[src/rtl/dwmf_pkg.sv]
// Shared constants and types of the deduplicating window median filter.
// No dependencies; imported by the cell, the top level and the checker.
`default_nettype none
package dwmf_pkg;

	localparam int WINDOW_DEF = 5;
	localparam int COORD_W    = 16;
	localparam int TAG_W      = 32;

	// Request kinds carried in func
	localparam logic FUNC_SAMPLE = 1'b0;
	localparam logic FUNC_CLEAR  = 1'b1;

	// Per-cell control from the sequencer
	typedef struct packed {
		logic wr;    // store the request sample in this cell
		logic load;  // copy stored values into the circulating registers
		logic rot;   // compare against circulating values, then shift
	} cell_ctrl_t;

endpackage
`default_nettype wire

[src/rtl/dwmf_cell.sv]
// One window entry: stored sample and tag, plus circulating copies used for ranking.
// Depends on dwmf_pkg.
`default_nettype none
module dwmf_cell import dwmf_pkg::*; #(
	parameter int WINDOW = WINDOW_DEF,
	parameter int IDX    = 0
) (
	input  wire logic                          clk,
	input  wire cell_ctrl_t                    ctrl,
	input  wire logic [COORD_W-1:0]            wr_col,
	input  wire logic [COORD_W-1:0]            wr_row,
	input  wire logic [TAG_W-1:0]              wr_tag,
	input  wire logic [TAG_W-1:0]              chk_tag,
	input  wire logic [COORD_W-1:0]            circ_col_in,
	input  wire logic [COORD_W-1:0]            circ_row_in,
	input  wire logic [$clog2(WINDOW+1)-1:0]   circ_idx_in,
	output logic      [COORD_W-1:0]            circ_col_out,
	output logic      [COORD_W-1:0]            circ_row_out,
	output logic      [$clog2(WINDOW+1)-1:0]   circ_idx_out,
	output logic      [COORD_W-1:0]            own_col,
	output logic      [COORD_W-1:0]            own_row,
	output logic                               tag_eq,
	output logic      [$clog2(WINDOW+1)-1:0]   rank_col,
	output logic      [$clog2(WINDOW+1)-1:0]   rank_row
);

	localparam int IW = $clog2(WINDOW+1);
	localparam logic [IW-1:0] MY_IDX = IW'(IDX);

	logic [COORD_W-1:0] col_q, row_q, ccol_q, crow_q;
	logic [TAG_W-1:0]   tag_q;
	logic [IW-1:0]      cidx_q, rcol_q, rrow_q;
	logic               col_before, row_before;

	// Passing value ranks ahead of ours: smaller, or equal and from a lower slot
	always_comb begin
		col_before = (ccol_q < col_q) || ((ccol_q == col_q) && (cidx_q < MY_IDX));
		row_before = (crow_q < row_q) || ((crow_q == row_q) && (cidx_q < MY_IDX));
	end

	// Stored entry
	always_ff @(posedge clk) begin
		if (ctrl.wr) begin
			col_q <= wr_col;
			row_q <= wr_row;
			tag_q <= wr_tag;
		end
	end

	// Circulating copies and rank counters
	always_ff @(posedge clk) begin
		if (ctrl.load) begin
			ccol_q <= col_q;
			crow_q <= row_q;
			cidx_q <= MY_IDX;
			rcol_q <= '0;
			rrow_q <= '0;
		end else if (ctrl.rot) begin
			ccol_q <= circ_col_in;
			crow_q <= circ_row_in;
			cidx_q <= circ_idx_in;
			rcol_q <= rcol_q + IW'(col_before);
			rrow_q <= rrow_q + IW'(row_before);
		end
	end

	assign circ_col_out = ccol_q;
	assign circ_row_out = crow_q;
	assign circ_idx_out = cidx_q;
	assign own_col      = col_q;
	assign own_row      = row_q;
	assign tag_eq       = (tag_q == chk_tag);
	assign rank_col     = rcol_q;
	assign rank_row     = rrow_q;

endmodule
`default_nettype wire

[src/rtl/dedup_window_median_filter.sv]
// Top level of the deduplicating window median filter: sequencer and cell ring.
// Depends on dwmf_pkg and dwmf_cell.
//
//  channel | direction | handshake            | payload
//  --------+-----------+----------------------+------------------------------------------
//  request | in        | in_valid / in_ready  | func, col_sample, row_sample, frame_tag
//  result  | out       | out_valid / out_ready| ready_res, duplicate, median_col/row/valid
//
// A clear, a duplicate or a sample that leaves the window short of full goes from the check
// state straight to emit; a sample that leaves the window full passes through load, the
// WINDOW steps of values circulating around the cell ring, and select before emit, where
// the result register is loaded once the result channel is free.
// One request is worked at a time; a new one is taken while the last result waits.
// Reset clears fill count, write pointer, held medians and the valid mark.
// Window entries have no reset; only entries written since the last clear are read.
`default_nettype none
module dedup_window_median_filter import dwmf_pkg::*; #(
	parameter int WINDOW = WINDOW_DEF
) (
	input  wire logic               clk,
	input  wire logic               arst_n,
	input  wire logic               in_valid,
	output logic                    in_ready,
	input  wire logic               func,
	input  wire logic [COORD_W-1:0] col_sample,
	input  wire logic [COORD_W-1:0] row_sample,
	input  wire logic [TAG_W-1:0]   frame_tag,
	output logic                    out_valid,
	input  wire logic               out_ready,
	output logic                    ready_res,
	output logic                    duplicate,
	output logic      [COORD_W-1:0] median_col,
	output logic      [COORD_W-1:0] median_row,
	output logic                    median_valid
);

	localparam int IW = $clog2(WINDOW+1);
	localparam logic [IW-1:0] FULL    = IW'(WINDOW);
	localparam logic [IW-1:0] LAST_WP = IW'(WINDOW-1);
	localparam logic [IW-1:0] MID     = IW'(WINDOW/2);

	localparam logic [2:0] ST_IDLE  = 3'd0;
	localparam logic [2:0] ST_CHECK = 3'd1;
	localparam logic [2:0] ST_LOAD  = 3'd2;
	localparam logic [2:0] ST_ROT   = 3'd3;
	localparam logic [2:0] ST_SEL   = 3'd4;
	localparam logic [2:0] ST_EMIT  = 3'd5;

	logic [2:0]         state_q;
	logic               req_func_q;
	logic [COORD_W-1:0] req_col_q, req_row_q;
	logic [TAG_W-1:0]   req_tag_q;
	logic [IW-1:0]      fill_q, wp_q, rot_q;
	logic               fresh_q, dup_q;
	logic [COORD_W-1:0] held_col_q, held_row_q;
	logic               valid_mark_q;
	logic               out_valid_q, out_fresh_q, out_dup_q, out_mv_q;
	logic [COORD_W-1:0] out_col_q, out_row_q;

	logic [WINDOW-1:0]  tag_eq, hit_vec;
	logic               dup_hit;
	logic [IW-1:0]      fill_inc;
	logic [COORD_W-1:0] sel_col, sel_row;
	logic               out_free;

	cell_ctrl_t         ctrl   [WINDOW];
	logic [COORD_W-1:0] ccol   [WINDOW];
	logic [COORD_W-1:0] crow   [WINDOW];
	logic [IW-1:0]      cidx   [WINDOW];
	logic [COORD_W-1:0] ocol   [WINDOW];
	logic [COORD_W-1:0] orow   [WINDOW];
	logic [IW-1:0]      rkcol  [WINDOW];
	logic [IW-1:0]      rkrow  [WINDOW];

	// Cell ring: each cell passes its circulating values to the previous slot
	for (genvar i = 0; i < WINDOW; i++) begin : g_cell
		always_comb begin
			ctrl[i].wr   = (state_q == ST_CHECK) && (req_func_q == FUNC_SAMPLE)
				&& !dup_hit && (wp_q == IW'(i));
			ctrl[i].load = (state_q == ST_LOAD);
			ctrl[i].rot  = (state_q == ST_ROT);
		end

		dwmf_cell #(.WINDOW(WINDOW), .IDX(i)) u_cell (
			.clk          (clk),
			.ctrl         (ctrl[i]),
			.wr_col       (req_col_q),
			.wr_row       (req_row_q),
			.wr_tag       (req_tag_q),
			.chk_tag      (req_tag_q),
			.circ_col_in  (ccol[(i+1)%WINDOW]),
			.circ_row_in  (crow[(i+1)%WINDOW]),
			.circ_idx_in  (cidx[(i+1)%WINDOW]),
			.circ_col_out (ccol[i]),
			.circ_row_out (crow[i]),
			.circ_idx_out (cidx[i]),
			.own_col      (ocol[i]),
			.own_row      (orow[i]),
			.tag_eq       (tag_eq[i]),
			.rank_col     (rkcol[i]),
			.rank_row     (rkrow[i])
		);

		// Only entries written since the last clear take part in the tag scan
		assign hit_vec[i] = tag_eq[i] && (IW'(i) < fill_q);
	end

	assign dup_hit  = |hit_vec;
	assign fill_inc = (fill_q < FULL) ? fill_q + IW'(1) : fill_q;
	assign out_free = !out_valid_q || out_ready;

	// Median pick: exactly one cell holds the middle rank
	always_comb begin
		sel_col = '0;
		sel_row = '0;
		for (int k = 0; k < WINDOW; k++) begin
			if (rkcol[k] == MID) sel_col = sel_col | ocol[k];
			if (rkrow[k] == MID) sel_row = sel_row | orow[k];
		end
	end

	// Request capture
	always_ff @(posedge clk) begin
		if (in_valid && in_ready) begin
			req_func_q <= func;
			req_col_q  <= col_sample;
			req_row_q  <= row_sample;
			req_tag_q  <= frame_tag;
		end
	end

	// Sequencer and window bookkeeping
	always_ff @(posedge clk or negedge arst_n) begin
		if (!arst_n) begin
			state_q      <= ST_IDLE;
			fill_q       <= '0;
			wp_q         <= '0;
			rot_q        <= '0;
			fresh_q      <= 1'b0;
			dup_q        <= 1'b0;
			held_col_q   <= '0;
			held_row_q   <= '0;
			valid_mark_q <= 1'b0;
		end else begin
			unique case (state_q)
				ST_IDLE: begin
					if (in_valid) state_q <= ST_CHECK;
				end
				ST_CHECK: begin
					fresh_q <= 1'b0;
					dup_q   <= 1'b0;
					state_q <= ST_EMIT;
					if (req_func_q == FUNC_CLEAR) begin
						fill_q       <= '0;
						wp_q         <= '0;
						valid_mark_q <= 1'b0;
					end else if (dup_hit) begin
						dup_q <= 1'b1;
					end else begin
						wp_q   <= (wp_q >= LAST_WP) ? '0 : wp_q + IW'(1);
						fill_q <= fill_inc;
						if (fill_inc >= FULL) begin
							fresh_q <= 1'b1;
							state_q <= ST_LOAD;
						end
					end
				end
				ST_LOAD: begin
					rot_q   <= '0;
					state_q <= ST_ROT;
				end
				ST_ROT: begin
					rot_q <= rot_q + IW'(1);
					if (rot_q == LAST_WP) state_q <= ST_SEL;
				end
				ST_SEL: begin
					held_col_q   <= sel_col;
					held_row_q   <= sel_row;
					valid_mark_q <= 1'b1;
					state_q      <= ST_EMIT;
				end
				ST_EMIT: begin
					if (out_free) state_q <= ST_IDLE;
				end
				default: state_q <= ST_IDLE;
			endcase
		end
	end

	// Result register
	always_ff @(posedge clk or negedge arst_n) begin
		if (!arst_n) begin
			out_valid_q <= 1'b0;
		end else if ((state_q == ST_EMIT) && out_free) begin
			out_valid_q <= 1'b1;
		end else if (out_ready) begin
			out_valid_q <= 1'b0;
		end
	end

	always_ff @(posedge clk) begin
		if ((state_q == ST_EMIT) && out_free) begin
			out_fresh_q <= fresh_q;
			out_dup_q   <= dup_q;
			out_col_q   <= held_col_q;
			out_row_q   <= held_row_q;
			out_mv_q    <= valid_mark_q;
		end
	end

	assign in_ready     = (state_q == ST_IDLE);
	assign out_valid    = out_valid_q;
	assign ready_res    = out_fresh_q;
	assign duplicate    = out_dup_q;
	assign median_col   = out_col_q;
	assign median_row   = out_row_q;
	assign median_valid = out_mv_q;

endmodule
`default_nettype wire

[config.mk]
export PLATFORM = sky130hd
export DESIGN_NAME = dedup_window_median_filter
export DESIGN_NICKNAME = d
export VERILOG_FILES = /design/src/rtl/dwmf_pkg.sv /design/src/rtl/dwmf_cell.sv /design/src/rtl/dedup_window_median_filter.sv
export SDC_FILE = /design/constraint.sdc
export NUM_CORES = 1
export LEC_CHECK = 0
export ABC_CLOCK_PERIOD_IN_PS = 4380
export BUFFER_PORTS_ARGS = -buffer_cell sky130_fd_sc_hd__buf_4
export CAP_MARGIN = 15
export CORE_MARGIN = 8
export CORE_UTILIZATION = 33
export DETAILED_ROUTE_END_ITERATION = 16
export PLACE_DENSITY = 0.55
export SYNTH_ARGS = -nofsm -noshare
export SYNTH_HDL_FRONTEND = slang
export SYNTH_HIERARCHICAL = 1
export SYNTH_SLANG_ARGS = --single-unit
export TNS_END_PERCENT = 50
[constraint.sdc]
create_clock -name clk -period 4.38 [get_ports clk]
set_input_delay 0.219 -clock clk [delete_from_list [all_inputs] [get_ports clk]]
set_output_delay 0.219 -clock clk [all_outputs]
set_load 0.01 [all_outputs]
==> impl_results.md <==
- Final #Nets: 2,511
- Main synth FF type: edfxtp_1
- Final wirelength: 79,100 µm
- DP Area: 32,400 µm²
- Yosys Warn Count: 6
- PwrDens: 551 nW/µm²
- #FFs+latches synth: 673
- Async S/R FF share, synth: 7.13%
- Total GRT Usage: 15.3%
- R2R depth: 9
- Via density per instance: 5.05
- Std-Cell Rows: 110
- Final Wtd Congestion: 0.836
- FMAX: 0.263 GHz
- Hold Crit Class: input pin to flop
- Starting DRT DRC Count: 1,248
- Slew Viols, Final: 0
- CTS H-tree depth: 3
- Die ar.: 101,000 µm²
- Num CTS Buffers: 76
- Area delta synth->final: 18.4%
- Area leader, netlist: edfxtp_1
- RSZ-0062 raised after global routing: no
- Share of cells above drive strength 1: 19.7%
- Core ar.: 90,100 µm²
- Most frequent cells in the layout: 580 x edfxtp_1, 186 x ha_1, 172 x inv_1, 170 x xor2_1, 161 x mux2_2
- Critical Path RT: 4.65 ns
- Worst R2R End: g_cell[3].u_cell/own_col[10]
- Global-route wire length before repair: 119,000 µm
- Worst setup path endpoint: g_cell[3].u_cell/own_col[10]
- Cell area after synthesis: 30,000 µm²
- Final Instance Area: 35,600 µm²
- Syn_nets: 2,289
- Final hold vios: 0
- Number of max-cap violations: 0
- Final Worst Setup Slack: 0.583 ns
- Inst Count DP: 3,287
- Clock slew seen by the registers of the worst setup and hold paths: 0.06 ns
- Final min period: 3.80 ns
- Leak: 13.2 nW
- Largest family of logic cells by synthesized area: adder cells
- Cells along the critical path: xor2_1 > nor4_1 > nand4_1 > nor2_1 > or3_1 > o211ai_2 > and2_4 > and3_4 > buf_4
- Synth Area in Simple Gates: 5.95%
- Setup-failing EPs final: 0
- Setup Skew: 0.0325 ns
- Synthesized area per cell: 14.8 µm²
- Post_cts resized: 0
- Critical Path End Type: flop
- Synth Area in Compound Gates: 6.23%
- CP arrival: 4.06 ns
- Crit Path Max Fanout: 49
- Status: completed
- R2r setup slk: 0.58 ns
- Max incr delay on CP: 0.84 ns
- Crit path launch: req_tag_q[22]
- Area fraction of the dominant cell type after synthesis: 58.0%
- Crit share post-route: 86.7%
- Post-synth EDFFs: 580
- Worst Setup Start Kind: flop
- Initial antenna violation count: 1
- Clock buffer depth: 3
- Largest net degree at the start of global routing: 79
- Ports: 106
- CTS Root Buffer Type: clkbuf_16
- Adder-Cell Fraction of Synth Area: 7.75%
- N_diodes: 0
- Routed length per placed instance: 22.6 µm
- Slew headroom: 20.1%
- DR vias: 17,646
- Detailed Place HPWL: 53,100 µm
- Peak VDD IR: 0.000269 V
- Final cell count without fillers: 3,494
- Post-synthesis mux area share: 7.04%
- Pre-CTS WS: 0.588 ns
- Fin Setup TNS: 0 ns
- Grt total ovfl: 0
- Synth unique cells: 64
- Remaining antenna violation count: 0
- Worst-skew pair later-pin latency: 0.62 ns
- Least-Margin Pin Slew: 1.20 ns
- Die Y: 318 µm
- Post-Synth XOR/XNOR Area: 4.96%
- Mapped Cells: 2,034
- Port Buffers: 105
- Die width: 318 µm
- Clk sinks: 673
- Largest cells by area after synthesis: edfxtp_1 58%, ha_1 7.8%, mux2_2 6.0%
- Vias in the first global route: 18,540
- Commonest non-fill, non-tap cell in the layout: edfxtp_1
- Initial core utilization: 33.3%
- Crit path kind: flop to flop
- Seq/Total Area, Yosys: 65.0%
- Worst path slowest cell: and3_4
- CTS tree: built
- Drt drc: 0
- DR pass1 iterations: 7
- Worst r2r src: req_tag_q[22]
worst max-delay path, delay by kind of cell (launching register included):
family | cells | cell delay [ns]
and+or+nand+nor | 6 | 1.85
buffers and inverters | 1 | 0.45
AOI/OAI and AO/OA | 1 | 0.22
xor gates and xnor gates | 1 | 0.20
DFF | 1 | 0.70
registers in the layout, indices dropped and copies added (netlist names), 32 cells and up:
| register | count |
|---|---|
| g_cell.u_cell/tag_q | 160 |
| g_cell.u_cell/circ_col_out | 80 |
| g_cell.u_cell/circ_row_out | 80 |
| g_cell.u_cell/own_col | 80 |
| g_cell.u_cell/own_row | 80 |
| req_tag_q | 32 |
how the worst min path moves through the flow:
stage,from,to,slack [ns],depth (start not counted)
CTS,in_valid,state_q[0],0.09,4
finish,in_valid,state_q[0],0.13,4
detailed placement,col_sample[4],req_col_q[4],0.40,1
global placement,col_sample[5],req_col_q[5],0.40,1
global route,in_valid,state_q[0],0.13,4
floorplan,arst_n,dup_q,-0.08,0
cell families (layout without fill, tap and decap cells):
family                   count (synthesis)  count (layout)
flip-flops                             673             673
AND/OR/NAND/NOR                        327             327
AO/OA/AOI/OAI                          258             258
buffers and inverters                  229             513
multiplexers                           191             191
adder cells (fa/ha/maj)                186             186
XOR/XNOR                               170             170
what timing repair did:
item	4_1_cts	5_1_grt
setup buffers	0	0
hold buffers	66	0
hold endpoints to repair	113	0
Yosys cell counts, types with 9 or more instances:
cell type,count
edfxtp_1,580
ha_1,186
inv_1,172
xor2_1,170
mux2_2,161
nor2_1,99
a21oi_1,57
nand2_1,57
dfrtp_1,48
dfxtp_1,45
nand4_1,45
nor4_1,44
buf_2,35
a31oi_1,34
a222oi_1,32
a22oi_1,32
mux2i_1,30
o21ai_0,18
a21o_1,17
clkbuf_1,17
nand3_1,15
nor3b_2,14
nor2b_1,13
a211o_1,9
nor3_1,9
o211ai_1,9
where the power goes:
part / internal [mW] / switching (mW) / leakage (nW)
Clock: 3.67 / 2.60 / 1.21
Combinational: 1.59 / 2.43 / 5.81
Sequential: 8.38 / 0.904 / 6.21
Total: 13.6 / 5.94 / 13.2
metrics by stage:
| stage | total power, mW | hold slack [ns] | utilization [%] |
|---|---|---|---|
| after floorplan | 11.4 | -0.0766 | - |
| after detailed placement | 13.4 | 0.398 | 36.0 |
| after global routing | 20.5 | 0.129 | 39.4 |
| after global placement | 13.3 | 0.397 | 36.0 |
| final | 19.6 | 0.131 | 39.4 |
| after CTS | 19.8 | 0.0858 | 39.4 |
area by class of cell:
cell class / instances / area, µm²
Clock inverter: 36 / 325
Sequential cell: 673 / 19500
Fill cell: 8277 / 54600
Tap cell: 1176 / 1470
Multi-Input combinational cell: 1132 / 9710
Timing Repair Buffer: 201 / 1760
Inverter: 172 / 646
Clock buffer: 104 / 2130
per-layer routing:
layer	part of all wire, %	global-route usage [%]	up-vias
li1	-	-	8136
met5	0	0	-
met3	4.9	2.42	100
met1	46	21.0	8959
met4	2.0	3.96	0
met2	47	25.3	451
Note: power is estimated with default switching activity, not from simulation.
